<file path="src/hw/rtl/bsa_pkg.sv">
// ============================================================================
// bsa_pkg
// Shared codes, item layout and controller/datapath signal groups.
// ============================================================================
package bsa_pkg;

  localparam int CMD_W = 2;
  localparam int PID_W = 3;
  localparam int AMT_W = 8;
  localparam int ST_W  = 3;
  localparam int SLOTS = 3;

  localparam logic [CMD_W-1:0] CMD_LOAD  = 2'd0;
  localparam logic [CMD_W-1:0] CMD_AVAIL = 2'd1;
  localparam logic [CMD_W-1:0] CMD_REQ   = 2'd2;

  localparam logic [ST_W-1:0] ST_GRANTED   = 3'd0;
  localparam logic [ST_W-1:0] ST_OVER_NEED = 3'd1;
  localparam logic [ST_W-1:0] ST_OVER_AVL  = 3'd2;
  localparam logic [ST_W-1:0] ST_UNSAFE    = 3'd3;
  localparam logic [ST_W-1:0] ST_LOADED    = 3'd4;

  typedef struct packed {
    logic [CMD_W-1:0]            command;
    logic [PID_W-1:0]            process_id;
    logic [SLOTS-1:0][AMT_W-1:0] amount;
    logic [SLOTS-1:0][AMT_W-1:0] need;
  } cmd_item_t;

  typedef struct packed {
    logic            capture;
    logic            write_row;
    logic            write_avail;
    logic            fetch;
    logic            scan_read;
    logic            scan_skip;
    logic            check_step;
    logic            commit;
    logic            set_status;
    logic [ST_W-1:0] code;
    logic            emit;
  } ctl_t;

  typedef struct packed {
    logic [CMD_W-1:0] command;
    logic             over_need;
    logic             over_avail;
    logic             scan_end;
    logic             row_done;
    logic             all_done;
    logic             out_busy;
  } sts_t;

endpackage

</file>
<file path="src/hw/rtl/bsa_cmd_if.sv">
// ============================================================================
// bsa_cmd_if
// Command channel: valid/ready handshake with one command item.
// ============================================================================
interface bsa_cmd_if;
  logic       valid;
  logic       ready;
  logic [1:0] command;
  logic [2:0] process_id;
  logic [7:0] amount_0;
  logic [7:0] amount_1;
  logic [7:0] amount_2;
  logic [7:0] need_0;
  logic [7:0] need_1;
  logic [7:0] need_2;

  modport source (
    output valid, command, process_id, amount_0, amount_1, amount_2,
           need_0, need_1, need_2,
    input  ready
  );
  modport sink (
    input  valid, command, process_id, amount_0, amount_1, amount_2,
           need_0, need_1, need_2,
    output ready
  );
endinterface

</file>
<file path="src/hw/rtl/bsa_rsp_if.sv">
// ============================================================================
// bsa_rsp_if
// Result channel: valid/ready handshake with one result item.
// ============================================================================
interface bsa_rsp_if;
  logic       valid;
  logic       ready;
  logic [2:0] status;
  logic [7:0] free_0;
  logic [7:0] free_1;
  logic [7:0] free_2;

  modport source (
    output valid, status, free_0, free_1, free_2,
    input  ready
  );
  modport sink (
    input  valid, status, free_0, free_1, free_2,
    output ready
  );
endinterface

</file>
<file path="src/hw/rtl/bsa_ram.sv">
// ============================================================================
// bsa_ram
// Generic single-write, single-read RAM with registered read data.
// ============================================================================
module bsa_ram #(
  parameter int WIDTH = 24,
  parameter int DEPTH = 8
) (
  input  logic                                 clk,
  input  logic                                 wr_en,
  input  logic [((DEPTH > 1) ? $clog2(DEPTH) : 1)-1:0] wr_addr,
  input  logic [WIDTH-1:0]                     wr_data,
  input  logic                                 rd_en,
  input  logic [((DEPTH > 1) ? $clog2(DEPTH) : 1)-1:0] rd_addr,
  output logic [WIDTH-1:0]                     rd_data
);

  logic [WIDTH-1:0] mem [DEPTH];

  always_ff @(posedge clk) begin
    if (wr_en) begin
      mem[wr_addr] <= wr_data;
    end
    if (rd_en) begin
      rd_data <= mem[rd_addr];
    end
  end

endmodule

</file>
<file path="src/hw/rtl/bsa_ctrl.sv">
// ============================================================================
// bsa_ctrl
// Sequencer: decodes each command and steps the safety scan.
// ============================================================================
module bsa_ctrl (
  input  logic          clk,
  input  logic          rst,
  input  logic          cmd_valid,
  output logic          cmd_ready,
  input  bsa_pkg::sts_t sts,
  output bsa_pkg::ctl_t ctl
);

  localparam logic [2:0] S_IDLE   = 3'd0;
  localparam logic [2:0] S_DECODE = 3'd1;
  localparam logic [2:0] S_SCAN   = 3'd2;
  localparam logic [2:0] S_CHECK  = 3'd3;
  localparam logic [2:0] S_FINISH = 3'd4;

  logic [2:0] state;
  logic [2:0] state_next;

  always_ff @(posedge clk) begin
    if (rst) begin
      state <= S_IDLE;
    end else begin
      state <= state_next;
    end
  end

  always_comb begin
    state_next = state;
    ctl        = '0;
    cmd_ready  = 1'b0;
    unique case (state)
      S_IDLE: begin
        cmd_ready = 1'b1;
        if (cmd_valid) begin
          ctl.capture = 1'b1;
          state_next  = S_DECODE;
        end
      end
      S_DECODE: begin
        ctl.set_status = 1'b1;
        ctl.code       = bsa_pkg::ST_LOADED;
        state_next     = S_FINISH;
        unique case (sts.command)
          bsa_pkg::CMD_LOAD: begin
            ctl.write_row = 1'b1;
          end
          bsa_pkg::CMD_AVAIL: begin
            ctl.write_avail = 1'b1;
          end
          bsa_pkg::CMD_REQ: begin
            priority if (sts.over_need) begin
              ctl.code = bsa_pkg::ST_OVER_NEED;
            end else if (sts.over_avail) begin
              ctl.code = bsa_pkg::ST_OVER_AVL;
            end else begin
              ctl.set_status = 1'b0;
              ctl.fetch      = 1'b1;
              state_next     = S_SCAN;
            end
          end
          default: begin
          end
        endcase
      end
      S_SCAN: begin
        priority if (sts.scan_end) begin
          ctl.set_status = 1'b1;
          if (sts.all_done) begin
            ctl.commit = 1'b1;
            ctl.code   = bsa_pkg::ST_GRANTED;
          end else begin
            ctl.code = bsa_pkg::ST_UNSAFE;
          end
          state_next = S_FINISH;
        end else if (sts.row_done) begin
          ctl.scan_skip = 1'b1;
        end else begin
          ctl.scan_read = 1'b1;
          state_next    = S_CHECK;
        end
      end
      S_CHECK: begin
        ctl.check_step = 1'b1;
        state_next     = S_SCAN;
      end
      S_FINISH: begin
        if (!sts.out_busy) begin
          ctl.emit   = 1'b1;
          state_next = S_IDLE;
        end
      end
      default: begin
        state_next = S_IDLE;
      end
    endcase
  end

endmodule

</file>
<file path="src/hw/rtl/bsa_dpath.sv">
// ============================================================================
// bsa_dpath
// Tables, available vector, tentative grant, safety scan and result register.
// ============================================================================
module bsa_dpath #(
  parameter int PROCESSES  = 8,
  parameter int RESOURCES  = 3,
  parameter int COUNT_BITS = 8
) (
  input  logic              clk,
  input  logic              rst,
  input  bsa_pkg::ctl_t     ctl,
  output bsa_pkg::sts_t     sts,
  input  bsa_pkg::cmd_item_t item,
  bsa_rsp_if.source         rsp
);

  localparam int IW = (PROCESSES > 1) ? $clog2(PROCESSES) : 1;
  localparam int PW = $clog2(PROCESSES + 1);
  localparam int RW = RESOURCES * COUNT_BITS;

  typedef logic [COUNT_BITS-1:0] cnt_t;

  cnt_t avail     [RESOURCES];
  cnt_t amt       [RESOURCES];
  cnt_t need      [RESOURCES];
  cnt_t t_alloc   [RESOURCES];
  cnt_t t_need    [RESOURCES];
  cnt_t work      [RESOURCES];
  cnt_t item_amt  [RESOURCES];
  cnt_t item_need [RESOURCES];
  cnt_t row_alloc [RESOURCES];
  cnt_t row_need  [RESOURCES];
  cnt_t chk_alloc [RESOURCES];
  cnt_t chk_need  [RESOURCES];

  logic [bsa_pkg::CMD_W-1:0] cmd_code;
  logic [bsa_pkg::PID_W-1:0] pid;
  logic                      pid_ok;
  logic [PROCESSES-1:0]      done;
  logic [PROCESSES-1:0]      row_valid;
  logic [PW-1:0]             p;
  logic [IW-1:0]             p_idx;
  logic [IW-1:0]             pid_idx;
  logic [IW-1:0]             rd_addr;
  logic                      rd_en;
  logic                      rd_in_range;
  logic                      rd_ok;
  logic                      wr_en;
  logic [RW-1:0]             wr_alloc;
  logic [RW-1:0]             wr_need;
  logic [RW-1:0]             ram_alloc;
  logic [RW-1:0]             ram_need;
  logic                      own_row;
  logic                      fits;
  logic                      over_need;
  logic                      over_avail;
  logic [bsa_pkg::ST_W-1:0]  res_status;
  logic                      out_valid;
  logic [bsa_pkg::ST_W-1:0]  out_status;
  logic [bsa_pkg::AMT_W-1:0] out_free [bsa_pkg::SLOTS];
  logic [bsa_pkg::AMT_W-1:0] free_now [bsa_pkg::SLOTS];

  function automatic cnt_t sat_add(cnt_t a, cnt_t b);
    logic [COUNT_BITS:0] s;
    s = {1'b0, a} + {1'b0, b};
    return s[COUNT_BITS] ? '1 : s[COUNT_BITS-1:0];
  endfunction

  assign p_idx   = p[IW-1:0];
  assign pid_idx = IW'(pid);
  assign own_row = pid_ok && (int'(p) == int'(pid));

  always_comb begin
    for (int r = 0; r < RESOURCES; r++) begin
      item_amt[r]  = COUNT_BITS'(item.amount[r]);
      item_need[r] = COUNT_BITS'(item.need[r]);
      row_alloc[r] = rd_ok ? ram_alloc[r*COUNT_BITS +: COUNT_BITS] : '0;
      row_need[r]  = rd_ok ? ram_need[r*COUNT_BITS +: COUNT_BITS] : '0;
      chk_alloc[r] = own_row ? t_alloc[r] : row_alloc[r];
      chk_need[r]  = own_row ? t_need[r] : row_need[r];
    end
  end

  always_comb begin
    over_need  = 1'b0;
    over_avail = 1'b0;
    fits       = 1'b1;
    for (int r = 0; r < RESOURCES; r++) begin
      if (amt[r] > row_need[r]) begin
        over_need = 1'b1;
      end
      if (amt[r] > avail[r]) begin
        over_avail = 1'b1;
      end
      if (chk_need[r] > work[r]) begin
        fits = 1'b0;
      end
    end
  end

  // Table port: the requesting row at capture, otherwise the scanned row.
  assign rd_en       = ctl.capture || ctl.scan_read;
  assign rd_addr     = ctl.capture ? IW'(item.process_id) : p_idx;
  assign rd_in_range = ctl.capture ? (int'(item.process_id) < PROCESSES) : 1'b1;
  assign wr_en       = (ctl.write_row || ctl.commit) && pid_ok;

  always_comb begin
    for (int r = 0; r < RESOURCES; r++) begin
      wr_alloc[r*COUNT_BITS +: COUNT_BITS] = ctl.write_row ? amt[r] : t_alloc[r];
      wr_need[r*COUNT_BITS +: COUNT_BITS]  = ctl.write_row ? need[r] : t_need[r];
    end
  end

  bsa_ram #(
    .WIDTH (RW),
    .DEPTH (PROCESSES)
  ) u_alloc_ram (
    .clk     (clk),
    .wr_en   (wr_en),
    .wr_addr (pid_idx),
    .wr_data (wr_alloc),
    .rd_en   (rd_en),
    .rd_addr (rd_addr),
    .rd_data (ram_alloc)
  );

  bsa_ram #(
    .WIDTH (RW),
    .DEPTH (PROCESSES)
  ) u_need_ram (
    .clk     (clk),
    .wr_en   (wr_en),
    .wr_addr (pid_idx),
    .wr_data (wr_need),
    .rd_en   (rd_en),
    .rd_addr (rd_addr),
    .rd_data (ram_need)
  );

  always_ff @(posedge clk) begin
    if (rst) begin
      row_valid <= '0;
      out_valid <= 1'b0;
      for (int r = 0; r < RESOURCES; r++) begin
        avail[r] <= '0;
      end
    end else begin
      if (wr_en) begin
        row_valid[pid_idx] <= 1'b1;
      end
      for (int r = 0; r < RESOURCES; r++) begin
        if (ctl.write_avail) begin
          avail[r] <= amt[r];
        end else if (ctl.commit) begin
          avail[r] <= avail[r] - amt[r];
        end
      end
      if (ctl.emit) begin
        out_valid <= 1'b1;
      end else if (rsp.ready) begin
        out_valid <= 1'b0;
      end
    end
  end

  always_ff @(posedge clk) begin
    if (ctl.capture) begin
      cmd_code <= item.command;
      pid      <= item.process_id;
      pid_ok   <= int'(item.process_id) < PROCESSES;
      amt      <= item_amt;
      need     <= item_need;
    end
    if (rd_en) begin
      rd_ok <= rd_in_range && row_valid[rd_addr];
    end
    if (ctl.fetch) begin
      done <= '0;
      p    <= '0;
      for (int r = 0; r < RESOURCES; r++) begin
        t_alloc[r] <= sat_add(row_alloc[r], amt[r]);
        t_need[r]  <= row_need[r] - amt[r];
        work[r]    <= avail[r] - amt[r];
      end
    end else if (ctl.scan_skip) begin
      p <= p + 1'b1;
    end else if (ctl.check_step) begin
      if (fits) begin
        done[p_idx] <= 1'b1;
        p           <= '0;
        for (int r = 0; r < RESOURCES; r++) begin
          work[r] <= sat_add(work[r], chk_alloc[r]);
        end
      end else begin
        p <= p + 1'b1;
      end
    end
    if (ctl.set_status) begin
      res_status <= ctl.code;
    end
    if (ctl.emit) begin
      out_status <= res_status;
      out_free   <= free_now;
    end
  end

  for (genvar j = 0; j < bsa_pkg::SLOTS; j++) begin : g_free
    if (j < RESOURCES) begin : g_used
      assign free_now[j] = bsa_pkg::AMT_W'(avail[j]);
    end else begin : g_unused
      assign free_now[j] = '0;
    end
  end

  assign sts.command    = cmd_code;
  assign sts.over_need  = over_need;
  assign sts.over_avail = over_avail;
  assign sts.scan_end   = (p == PW'(PROCESSES));
  assign sts.row_done   = !sts.scan_end && done[p_idx];
  assign sts.all_done   = &done;
  assign sts.out_busy   = out_valid && !rsp.ready;

  assign rsp.valid  = out_valid;
  assign rsp.status = out_status;
  assign rsp.free_0 = out_free[0];
  assign rsp.free_1 = out_free[1];
  assign rsp.free_2 = out_free[2];

endmodule

</file>
<file path="src/hw/rtl/bankers_safety_allocator.sv">
// ============================================================================
// bankers_safety_allocator
// Banker's algorithm allocator: row loads, available vector, safe requests.
// ============================================================================
//   Channel  Role    Carries
//   cmd      sink    command, process_id, amount_0..2, need_0..2
//   rsp      source  status, free_0..2
//
// Loads, available writes, unknown commands and refused requests skip the scan.
// A request that reaches the safety check scans the rows: an unfinished row costs
// a table read and a compare, a finished row one skip, and the scan restarts after
// every reclaimed row.
// Reset marks every table row empty and clears the available vector.
// A new command is accepted while the previous result waits on rsp.
module bankers_safety_allocator #(
  parameter int PROCESSES  = 8,
  parameter int RESOURCES  = 3,
  parameter int COUNT_BITS = 8
) (
  input logic       clk,
  input logic       rst,
  bsa_cmd_if.sink   cmd,
  bsa_rsp_if.source rsp
);

  bsa_pkg::ctl_t      ctl;
  bsa_pkg::sts_t      sts;
  bsa_pkg::cmd_item_t item;
  logic               ready;

  assign item.command    = cmd.command;
  assign item.process_id = cmd.process_id;
  assign item.amount[0]  = cmd.amount_0;
  assign item.amount[1]  = cmd.amount_1;
  assign item.amount[2]  = cmd.amount_2;
  assign item.need[0]    = cmd.need_0;
  assign item.need[1]    = cmd.need_1;
  assign item.need[2]    = cmd.need_2;
  assign cmd.ready       = ready;

  bsa_ctrl u_ctrl (
    .clk       (clk),
    .rst       (rst),
    .cmd_valid (cmd.valid),
    .cmd_ready (ready),
    .sts       (sts),
    .ctl       (ctl)
  );

  bsa_dpath #(
    .PROCESSES  (PROCESSES),
    .RESOURCES  (RESOURCES),
    .COUNT_BITS (COUNT_BITS)
  ) u_dpath (
    .clk  (clk),
    .rst  (rst),
    .ctl  (ctl),
    .sts  (sts),
    .item (item),
    .rsp  (rsp)
  );

endmodule

</file>
<file path="src/flat_wrapper.sv">
// flat-port wrapper written by rule: the top's interface ports become plain ports
module bankers_safety_allocator_flat 
#(
  parameter int PROCESSES  = 8,
  parameter int RESOURCES  = 3,
  parameter int COUNT_BITS = 8
)
  (clk, rst, cmd_valid, cmd_command, cmd_process_id, cmd_amount_0, cmd_amount_1, cmd_amount_2, cmd_need_0, cmd_need_1, cmd_need_2, cmd_ready, rsp_valid, rsp_status, rsp_free_0, rsp_free_1, rsp_free_2, rsp_ready);
  bsa_cmd_if cmd_i ();
  bsa_rsp_if rsp_i ();
  input logic clk;
  input logic rst;
  input wire logic [$bits(cmd_i.valid)-1:0] cmd_valid;
  input wire logic [$bits(cmd_i.command)-1:0] cmd_command;
  input wire logic [$bits(cmd_i.process_id)-1:0] cmd_process_id;
  input wire logic [$bits(cmd_i.amount_0)-1:0] cmd_amount_0;
  input wire logic [$bits(cmd_i.amount_1)-1:0] cmd_amount_1;
  input wire logic [$bits(cmd_i.amount_2)-1:0] cmd_amount_2;
  input wire logic [$bits(cmd_i.need_0)-1:0] cmd_need_0;
  input wire logic [$bits(cmd_i.need_1)-1:0] cmd_need_1;
  input wire logic [$bits(cmd_i.need_2)-1:0] cmd_need_2;
  output wire logic [$bits(cmd_i.ready)-1:0] cmd_ready;
  output wire logic [$bits(rsp_i.valid)-1:0] rsp_valid;
  output wire logic [$bits(rsp_i.status)-1:0] rsp_status;
  output wire logic [$bits(rsp_i.free_0)-1:0] rsp_free_0;
  output wire logic [$bits(rsp_i.free_1)-1:0] rsp_free_1;
  output wire logic [$bits(rsp_i.free_2)-1:0] rsp_free_2;
  input wire logic [$bits(rsp_i.ready)-1:0] rsp_ready;
  assign cmd_i.valid = cmd_valid;
  assign cmd_i.command = cmd_command;
  assign cmd_i.process_id = cmd_process_id;
  assign cmd_i.amount_0 = cmd_amount_0;
  assign cmd_i.amount_1 = cmd_amount_1;
  assign cmd_i.amount_2 = cmd_amount_2;
  assign cmd_i.need_0 = cmd_need_0;
  assign cmd_i.need_1 = cmd_need_1;
  assign cmd_i.need_2 = cmd_need_2;
  assign cmd_ready = cmd_i.ready;
  assign rsp_valid = rsp_i.valid;
  assign rsp_status = rsp_i.status;
  assign rsp_free_0 = rsp_i.free_0;
  assign rsp_free_1 = rsp_i.free_1;
  assign rsp_free_2 = rsp_i.free_2;
  assign rsp_i.ready = rsp_ready;
  bankers_safety_allocator #(.PROCESSES(PROCESSES), .RESOURCES(RESOURCES), .COUNT_BITS(COUNT_BITS)) u_core (.clk(clk), .rst(rst), .cmd(cmd_i), .rsp(rsp_i));
endmodule
</file>
<file path="config.mk">
export PLATFORM = sky130hd
export DESIGN_NAME = bankers_safety_allocator_flat
export DESIGN_NICKNAME = d
export VERILOG_FILES = /design/src/hw/rtl/bsa_pkg.sv /design/src/hw/rtl/bsa_cmd_if.sv /design/src/hw/rtl/bsa_rsp_if.sv /design/src/hw/rtl/bsa_ram.sv /design/src/hw/rtl/bsa_ctrl.sv /design/src/hw/rtl/bsa_dpath.sv /design/src/hw/rtl/bankers_safety_allocator.sv /design/src/flat_wrapper.sv
export SDC_FILE = /design/constraint.sdc
export NUM_CORES = 1
export LEC_CHECK = 0
export BUFFER_PORTS_ARGS = -buffer_cell sky130_fd_sc_hd__buf_2
export CAP_MARGIN = 25
export CORE_MARGIN = 2
export CORE_UTILIZATION = 39
export CTS_CLUSTER_DIAMETER = 150
export DETAILED_ROUTE_END_ITERATION = 8
export GPL_TIMING_DRIVEN = 0
export PLACE_DENSITY_LB_ADDON = 0.05
export SYNTH_ARGS = -nofsm -noshare
export SYNTH_HDL_FRONTEND = slang
export SYNTH_SLANG_ARGS = --single-unit
export TNS_END_PERCENT = 100
</file>
<file path="constraint.sdc">
create_clock -name clk -period 7.97 [get_ports clk]
set_input_delay 0.797 -clock clk [delete_from_list [all_inputs] [get_ports clk]]
set_output_delay 0.797 -clock clk [all_outputs]
set_load 0.05 [all_outputs]
</file>
; ---- Word level (Yosys, flattened, before mapping)
; Memories as Yosys holds them, arrays and structs flattened. A register that Yosys moved wholly into a read port is not among the register bits.
; Cells that the tools add are included.
[word_totals]
n_memories = 6
output_inout_bits = 29
inputBits = 57
ramBits = 480
reg_bits = 108
wordCells = 198
[op_classes]
n_bitwise = 12
muxes = 108
reduce_logical = 15
magnitude_cmp = 14
add_sub_neg = 13
eq_ne = 11
[memory_table]
columns = memory, depth, word_bits, read_ports, rd_ports_with_merged_regs, write_ports, line
row1 = u_core.u_dpath.u_alloc_ram.mem, 8, 24, 1, 1, 1, bsa_ram.sv:18  ; logic [WIDTH-1:0] mem [DEPTH];
row2 = u_core.u_dpath.u_need_ram.mem, 8, 24, 1, 1, 1, bsa_ram.sv:18
row3 = u_core.u_dpath.avail, 3, 8, 3, 0, 3, bsa_dpath.sv:24  ; cnt_t avail [RESOURCES];
row4 = u_core.u_dpath.t_alloc, 3, 8, 3, 0, 3, bsa_dpath.sv:27  ; cnt_t t_alloc [RESOURCES];
row5 = u_core.u_dpath.t_need, 3, 8, 3, 0, 3, bsa_dpath.sv:28  ; cnt_t t_need [RESOURCES];
row6 = u_core.u_dpath.work, 3, 8, 3, 0, 3, bsa_dpath.sv:29  ; cnt_t work [RESOURCES];
[ops]
columns = cell, count
row1 = $mux 8, 33
row2 = $gt 8x8->1, 9
row3 = $add 8x8->9, 6
row4 = $mux 1, 50
row5 = $sub 8x8->8, 6
row6 = $mux 3, 11
row7 = $mux 4, 4
row8 = $or 8x8->8, 2
row9 = $pmux 3 s5, 1
row10 = $lt 3x4->1 const B, 3
row11 = $or 1x1->1, 9
row12 = $pmux 4 s2, 1
row13 = $reduce_and 8->1, 1
row14 = $bmux 1 s3, 2
row15 = $demux 1 s3, 2
row16 = $eq 3x2->1 const B, 2
row17 = $ge 3x1->1 const B, 2
row18 = $mux 2, 3
row19 = $reduce_and 3->1, 2
row20 = $mux 5, 1
row21 = $add 4x1->4 const B, 1
row22 = $eq 4x4->1, 1
row23 = $eq 4x4->1 const B, 1
row24 = $logic_and 1x1->1, 4
row25 = 12 further kinds, 16

; ---- Longest topological paths before layout
; Gate-level depths: netlist of run 1.
; An unclocked memory read counts as a cell.
[depth]
ltp_word = 14
mapped_depth = 17
mapped_depth_nobuf = 12

; ---- Modules after synthesis
; From an unflattened synthesis of run 1, not the netlist that was laid out.
[unflattened]
cells_unflattened = 1831
hier_area_um2 = 29266.8
[by_module_without_submodules]
columns = module, seq_area_each_um2, n_inst, area_each_um2, cells_per_inst
row1 = bsa_dpath, 5825.6, 1, 12863.6, 1160
row2 = bsa_ram at u_core.u_dpath.u_need_ram, 6486.2, 1, 8050.2, 314
row3 = bsa_ram at u_core.u_dpath.u_alloc_ram, 6486.2, 1, 8037.7, 314
row4 = bsa_ctrl, 60.1, 1, 315.3, 43

; ---- Worst setup path after synthesis of run 1
; No wires, ideal clock.
[synth_path]
path_kind = flip-flop to flip-flop
from = register u_core.u_dpath.p[1]
to = memory u_core.u_dpath.u_alloc_ram.mem[0][0] (enable)
n_path_buf = 1
arrival_ns = 5.279
path_stages_with_launch = 10
t_required_ns = 7.457
slack_ns = 2.178
setup_ns = 0.513
synth_period_minus_slack_ns = 5.792
cell_sequence = dfxtp_1 > clkbuf_1 > inv_1 > ha_1 > nand3b_1 > or4b_4 > nor3_2 > nor2_1 > or2_1 > nor3_1
[synth_between]
elab_chain_cells = 6
[synth_lines]
columns = item, line
row1 = start: declaration, bsa_dpath.sv:42  ; logic [PW-1:0] p;
row2 = start signal: assignment, bsa_dpath.sv:187  ; p <= p + 1'b1;
row3 = start signal: assignment, bsa_dpath.sv:196  ; p <= p + 1'b1;
row4 = $eq 4x4->1, bsa_dpath.sv:219  ; assign sts.scan_end = (p == PW'(PROCESSES));
row5 = $mux 5, bsa_ctrl.sv:70  ; priority if (sts.scan_end) begin
row6 = $mux 1, bsa_ctrl.sv:35  ; unique case (state)
row7 = $logic_or 1x1->1, bsa_dpath.sv:106  ; assign wr_en = (ctl.write_row || ctl.commit) && pid_ok;
row8 = $mux 1, bsa_ram.sv:21  ; if (wr_en) begin
row9 = $mux 1 (not written as such), bsa_ram.sv:22  ; mem[wr_addr] <= wr_data;
row10 = end: declaration, bsa_ram.sv:18
; No other way between the ends.

==> results of run 1 <==
==> per-stage QoR <==
stage	total power, µW	cell area, µm²
2_1_floorplan	4301	28880
3_3_place_gp	4530	30500
3_5_place_dp	4542	31200
4_1_cts	7835	33510
5_1_grt	8032	33520
6_report	7742	33520
==> kinds of logic after synthesis <==
family	share of synthesized area
buffers and inverters	0.01959
AO/OA/AOI/OAI	0.04533
flip-flops	0.6531
adder cells (fa/ha/maj)	0.06118
multiplexers	0.1386
AND/OR/NAND/NOR	0.06253
XOR/XNOR	0.01972
==> cells in the final DEF (no fill, tap or decap), types with 9 or more instances in the layout <==
cell type	n
dfxtp_1	24
nor2_1	79
clkinv_2	9
clkbuf_1	33
and2_1	41
clkbuf_16	76
xnor2_1	37
o21ai_0	67
nor2b_1	26
buf_6	10
buf_2	111
mux2_2	135
nand4_1	12
clkinv_1	19
fa_1	12
nor3_1	26
xor2_1	28
inv_1	74
mux2i_1	24
buf_12	16
edfxtp_1	612
nand2_1	86
a21o_1	18
mux4_2	99
nand2b_1	30
ha_1	122
a21oi_1	61
==> worst max-delay path, cell delays in order, from the launching register on <==
cell and delay (ps):
edfxtp_1 430, clkbuf_1 580, clkbuf_1 770, nand2_1 180, ha_1 270, fa_1 440
nand2b_1 180, a21oi_1 270, a21oi_1 220, a31oi_1 630, nand4_1 300, clkbuf_1 340
inv_4 650
==> cell usage after synthesis, drive strengths merged, types with 5 or more instances <==
master  number
edfxtp     612
inv         76
and2        41
or3          6
xor2        28
nand2       87
nand4       12
buf         36
nand3        8
o21ai       73
a22o         8
clkbuf      19
a31oi        8
nor3        30
mux4        99
dfxtp       24
mux2i       24
a21oi       65
ha         122
nor2b       26
or4          5
fa          12
nor4         6
nor2        87
nand2b      30
a21o        18
mux2       136
o211ai       7
xnor2       37
==> routing by layer <==
metal	track usage	vias up	routed length [µm]
li1	-	7354	-
met1	0.2971	8370	36350
met2	0.3359	439	36780
met3	0.03735	135	4378
met4	0.07118	0	2612
met5	0	-	0
==> power breakdown <==
| part | internal [µW] | switching [µW] |
|---|---|---|
| Combinational | 289 | 402 |
| Clock | 1910 | 1360 |
| Sequential | 3730 | 46.8 |
| Total | 5930 | 1810 |
==> worst paths after layout <==
path | from | to | slack [ps] | depth (start not counted)
setup reg to reg | u_core.u_dpath.rd_ok$_DFFE_PP_ | u_core.u_dpath.t_alloc[0][12]$_SDFFCE_PP1P_ | 2230 | 12
hold / removal | cmd_amount_0[0] | u_core.u_dpath.amt[16]$_DFFE_PP_ | 350 | 1
setup / recovery | u_core.u_dpath.rd_ok$_DFFE_PP_ | u_core.u_dpath.t_alloc[0][12]$_SDFFCE_PP1P_ | 2230 | 12
hold reg to reg | u_core.u_dpath.res_status[0]$_DFFE_PP_ | u_core.u_dpath.rsp.status[0]$_DFFE_PP_ | 430 | 0
==> area by class of cell <==
class | instances | area [µm²] | share of cell area
diodes | 1 | 2.502 | 0.00007465
plain buffers | 55 | 271.5 | 0.008100
clock buffers | 91 | 1968 | 0.05871
clock inverters | 39 | 340.3 | 0.01015
inverters | 77 | 296.5 | 0.008846
multi-input cells | 1024 | 9542 | 0.2846
flip-flops and latches | 636 | 18860 | 0.5626
well taps | 959 | 1200 | 0.03580
repair buffers | 121 | 1042 | 0.03109
==> out/metrics.cfg, run 1 <==
[placement]
dp_hpwl_um=56230
dp.cells=2871
place_ws_ps=2128
gp_congestion=0.8354
portBuffers=85

[cts]
cts-root-buf=clkbuf_16
cts_setup_buffers=0
cts_buffers=74
clkLatencyLatePin_ps=620
clk_pin_slew_ps=60
cts.htree.levels=3
cts_buffer_depth=3
cts_resized=0
cts_tree=built
ctsHoldBuffers=0
cts.sinks=636

[routing]
firstDrtPassIters=7
drt-initial-drc-count=1414
routed_wl_um=80120
vias_per_cell=5.427
drc=18
num_vias=16300
routedWlPerCell_um=26.68
postRouteAntennaNets=0

[critical_path]
critPathKind=flop to flop
worstSetupStartpointType=flop
crit_required_ps=8200
critical_path_arrival_ps=5970
worstSetupEndpointType=flop
crit_fanout=50

[power_and_ir_drop]
ir_drop_mv=0.1807
p_leak_uw=0.01193
power.density_nw_per_um2=231.0

[synthesis]
post-synth-top-area-cell=edfxtp_1
synth_seq_cells=636
seq_area_frac_synth=0.6531
netlist_area_um2=28880
syn_inst=1792
ys.flop_type=edfxtp_1
syn_nets=1983
syn_avg_cell_area_um2=16.11
ys_top_cells_by_area=edfxtp_1 64%, mux4_2 7.7%, ha_1 5.3%
ys_types=71
synth_enable_flop_cells=612
yosys.area.top_type_share=0.6365
synthArstFlopShare=0
yosys_warnings=0

[floorplan]
core_um2=73080
row_count=99
fp.dieW_um=276.1
ioPinCount=86
start_util=0.3951
die-area_um2=76230
die_h_um=276.1

[grt]
grt_max_degree=58
grt_use_total=0.2122
grt_pass1_wl_um=116900
grt_pass1_vias=17130
antenna_found_initial=4
overflow=0

[status]
outcome=complete, but fails checks
violations=design-rule violations

[timing]
layout_setup_ws_ps=2225
rsz0062_at_grt=false
finalCriticalPeriod_ps=5745
setup_tns_ps=0
period_share=0.7208
maxSlewHeadroom=0.3271
setup_viol_count_final=0
fmax_mhz=174.1
worst_clock_skew_ps=22.72
hold_ws_ps=353.2
report.final.slew_viol_count=0
hold_viol=0
max_slew.worst_pin.slew_ps=1006

[final_layout]
layout.nets=2180
utilization=0.4587
nFillCells=6441
final_cells=3003
reg_top3=u_core.u_dpath.u_alloc_ram.mem: 192 flops, u_core.u_dpath.u_need_ram.mem: 192 flops
syn_to_final_growth_pct=16.09
drive_above_1_share=0.2516

[run]
drv_cap=0

[worst_hold_path]
hp-class=input port to flop

Note: power is estimated with default switching activity, not from simulation.
==> run 2: changes to the inputs <==
clock period = 5.8 ns   (was 7.97 ns; I/O delays follow)
==> run 2 against run 1 <==
  * The run still ends with design-rule violations left
  * Critical path depth up 5
  * Non-clock buffer count unchanged
  * Wire length hardly changed
  * Hold slack got worse by 220 ps
  * First-iteration DRC count about the same
  * Design area about the same
  * Flip-flop and latch count unchanged
  * Register-to-register slack got worse by 1800 ps
==> out/metrics.cfg, run 2 (synthesis gave the netlist of run 1 again) <==
[routing]
num_vias=16290  ; -0.055%
vias_per_cell=5.424  ; about the same
postRouteAntennaNets=0  ; unchanged
routedWlPerCell_um=26.68  ; about the same
firstDrtPassIters=7  ; unchanged
routed_wl_um=80110  ; about the same
drt-initial-drc-count=1415  ; +0.071%
drc=18  ; unchanged

[critical_path]
critical_path_arrival_ps=5830  ; -140 ps
rr_endpoint=u_core.u_dpath.work[0][18]$_DFFE_PP_
r2r_start=u_core.u_dpath.p[2]$_SDFFE_PP0P_
r2r_slack_ps=410  ; -1820 ps
worstSetupStartpointType=flop
critPathKind=flop to flop
worstSetupEndpointType=flop
reg2reg_depth=17  ; +5
crit_fanout=10  ; -80%
crit_required_ps=6240  ; -1960 ps

[floorplan]
ioPinCount=86  ; unchanged
row_count=99  ; unchanged
fp.dieW_um=276.1  ; unchanged
start_util=0.3951  ; unchanged
core_um2=73080  ; unchanged
die_h_um=276.1  ; unchanged
die-area_um2=76230  ; unchanged

[placement]
dp_hpwl_um=56230  ; unchanged
dp.cells=2871  ; unchanged
portBuffers=85  ; unchanged
gp_congestion=0.8354  ; unchanged

[timing]
period_share=0.9301  ; +0.2093
rsz0062_at_grt=false
worst_clock_skew_ps=22.84  ; +0.1180 ps
report.final.slew_viol_count=0  ; unchanged
finalCriticalPeriod_ps=5395  ; -350.4 ps
setup_viol_count_final=0  ; unchanged
maxSlewHeadroom=0.3345  ; +0.007379
max_slew.worst_pin.slew_ps=994.5  ; -11.03 ps
hold_viol=0  ; unchanged
hold_ws_ps=136.1  ; -217.1 ps
fmax_mhz=185.4  ; +6.5%

[grt]
grt_max_degree=58  ; unchanged
overflow=0  ; unchanged
grt_pass1_wl_um=116900  ; unchanged
grt_pass1_vias=17130  ; unchanged
antenna_found_initial=4  ; unchanged
grt_use_total=0.2122  ; unchanged

[power_and_ir_drop]
ir_drop_mv=0.2483  ; +37%
power_uw=10640  ; +37%
power.density_nw_per_um2=317.3  ; +37%
p_leak_uw=0.01193  ; about the same

[worst_hold_path]
hp-class=input port to flop
whs_path_depth=1  ; unchanged
whs_endpoint=u_core.u_dpath.amt[16]$_DFFE_PP_
min_from=cmd_amount_0[0]

[final_layout]
final_cell_mix=612 x edfxtp_1, 135 x mux2_2, 122 x ha_1
syn_to_final_growth_pct=16.10  ; about the same
drive_above_1_share=0.2526  ; +0.0009790
layout_commonest_cell=edfxtp_1
reg_top3=u_core.u_dpath.u_alloc_ram.mem: 192 flops, u_core.u_dpath.u_need_ram.mem: 192 flops
final_cells=3003  ; unchanged
layout.nets=2180  ; unchanged

[cts]
clkLatencyLatePin_ps=620  ; about the same
cts_tree=built
cts_buffer_depth=3  ; unchanged
ctsHoldBuffers=0  ; unchanged
cts.sinks=636  ; unchanged
cts_buffers=74  ; unchanged
clk_pin_slew_ps=60  ; about the same
cts.htree.levels=3  ; unchanged
cts-root-buf=clkbuf_16

[status]
violations=design-rule violations
outcome=complete, but fails checks

[run]
drv_cap=0  ; unchanged

==> run 2: metal layers <==
layer	routed length (µm)	up-vias	global-route usage	share of wire
met1	36340	8374	0.2971	0.45
met3	4352	135	0.03735	0.054
li1	-	7354	-	-
met5	0	-	0	0
met4	2612	0	0.07118	0.033
met2	36800	426	0.3359	0.46
==> run 2: cell type report <==
class	count	area (µm²)
fillers	6440	39560
flip-flops and latches	636	18860
multi-input cells	1024	9542
clock buffers	91	1968
well taps	959	1200
repair buffers	121	1042
clock inverters	39	340.3
inverters	77	296.5
plain buffers	55	274.0
diodes	1	2.502
==> run 2: worst max-delay path by stage <==
stage	from	slack (ps)	to	cells after the start
final	u_core.u_dpath.p[2]$_SDFFE_PP0P_	410	u_core.u_dpath.work[0][18]$_DFFE_PP_	17
after global routing	u_core.u_dpath.p[2]$_SDFFE_PP0P_	90	u_core.u_dpath.work[0][18]$_DFFE_PP_	17
after CTS	u_core.u_dpath.p[2]$_SDFFE_PP0P_	100	u_core.u_dpath.work[0][18]$_DFFE_PP_	17
after detailed placement	u_core.u_dpath.rd_ok$_DFFE_PP_	-40	u_core.u_dpath.t_alloc[0][4]$_SDFFCE_PP1P_	12
after global placement	u_core.u_ctrl.state[0]$_SDFFE_PP0P_	-5850	u_core.u_dpath.u_need_ram.mem[0][18]$_DFFE_PP_	6
after floorplan	u_core.u_dpath.p[1]$_SDFFE_PP0P_	8	u_core.u_dpath.u_alloc_ram.mem[0][0]$_DFFE_PP_	9
==> run 2: critical path, cell delays in order, from the launching register on <==
cell      delay [ps]
dfxtp_1          300
buf_2            150
clkbuf_1         390
xor2_1           120
nor4_1           510
buf_2            440
clkbuf_2         450
nand2_1           90
o21ai_0          120
ha_1             290
nor2b_1          140
o211ai_1         160
a21oi_1           90
o22ai_1          440
nand4b_4         330
nor2_2           540
buf_4            360
mux2i_1          290
==> run 2: repair_timing <==
action                                  4_1_cts  5_1_grt
resized for setup                             1        3
endpoints found under the setup margin       48       20
buffers inserted                              0        0
==> run 2: report_power, final <==
| part | leakage [µW] | internal, µW | switching [µW] |
|---|---|---|---|
| Clock | 0.00113 | 2630 | 1870 |
| Sequential | 0.00580 | 5130 | 64.2 |
| Combinational | 0.00501 | 397 | 552 |
==> run 2: stage by stage <==
stage	utilization	TNS [ps]	area, µm²	worst slack (ps)
after floorplan	-	0	28880	7.894
after global placement	0.4173	-1354750	30500	-5850
after detailed placement	0.4269	-1430	31200	-42.44
after CTS	0.4586	0	33510	98.42
after global routing	0.4587	0	33520	85.69
final	0.4587	0	33520	405.4
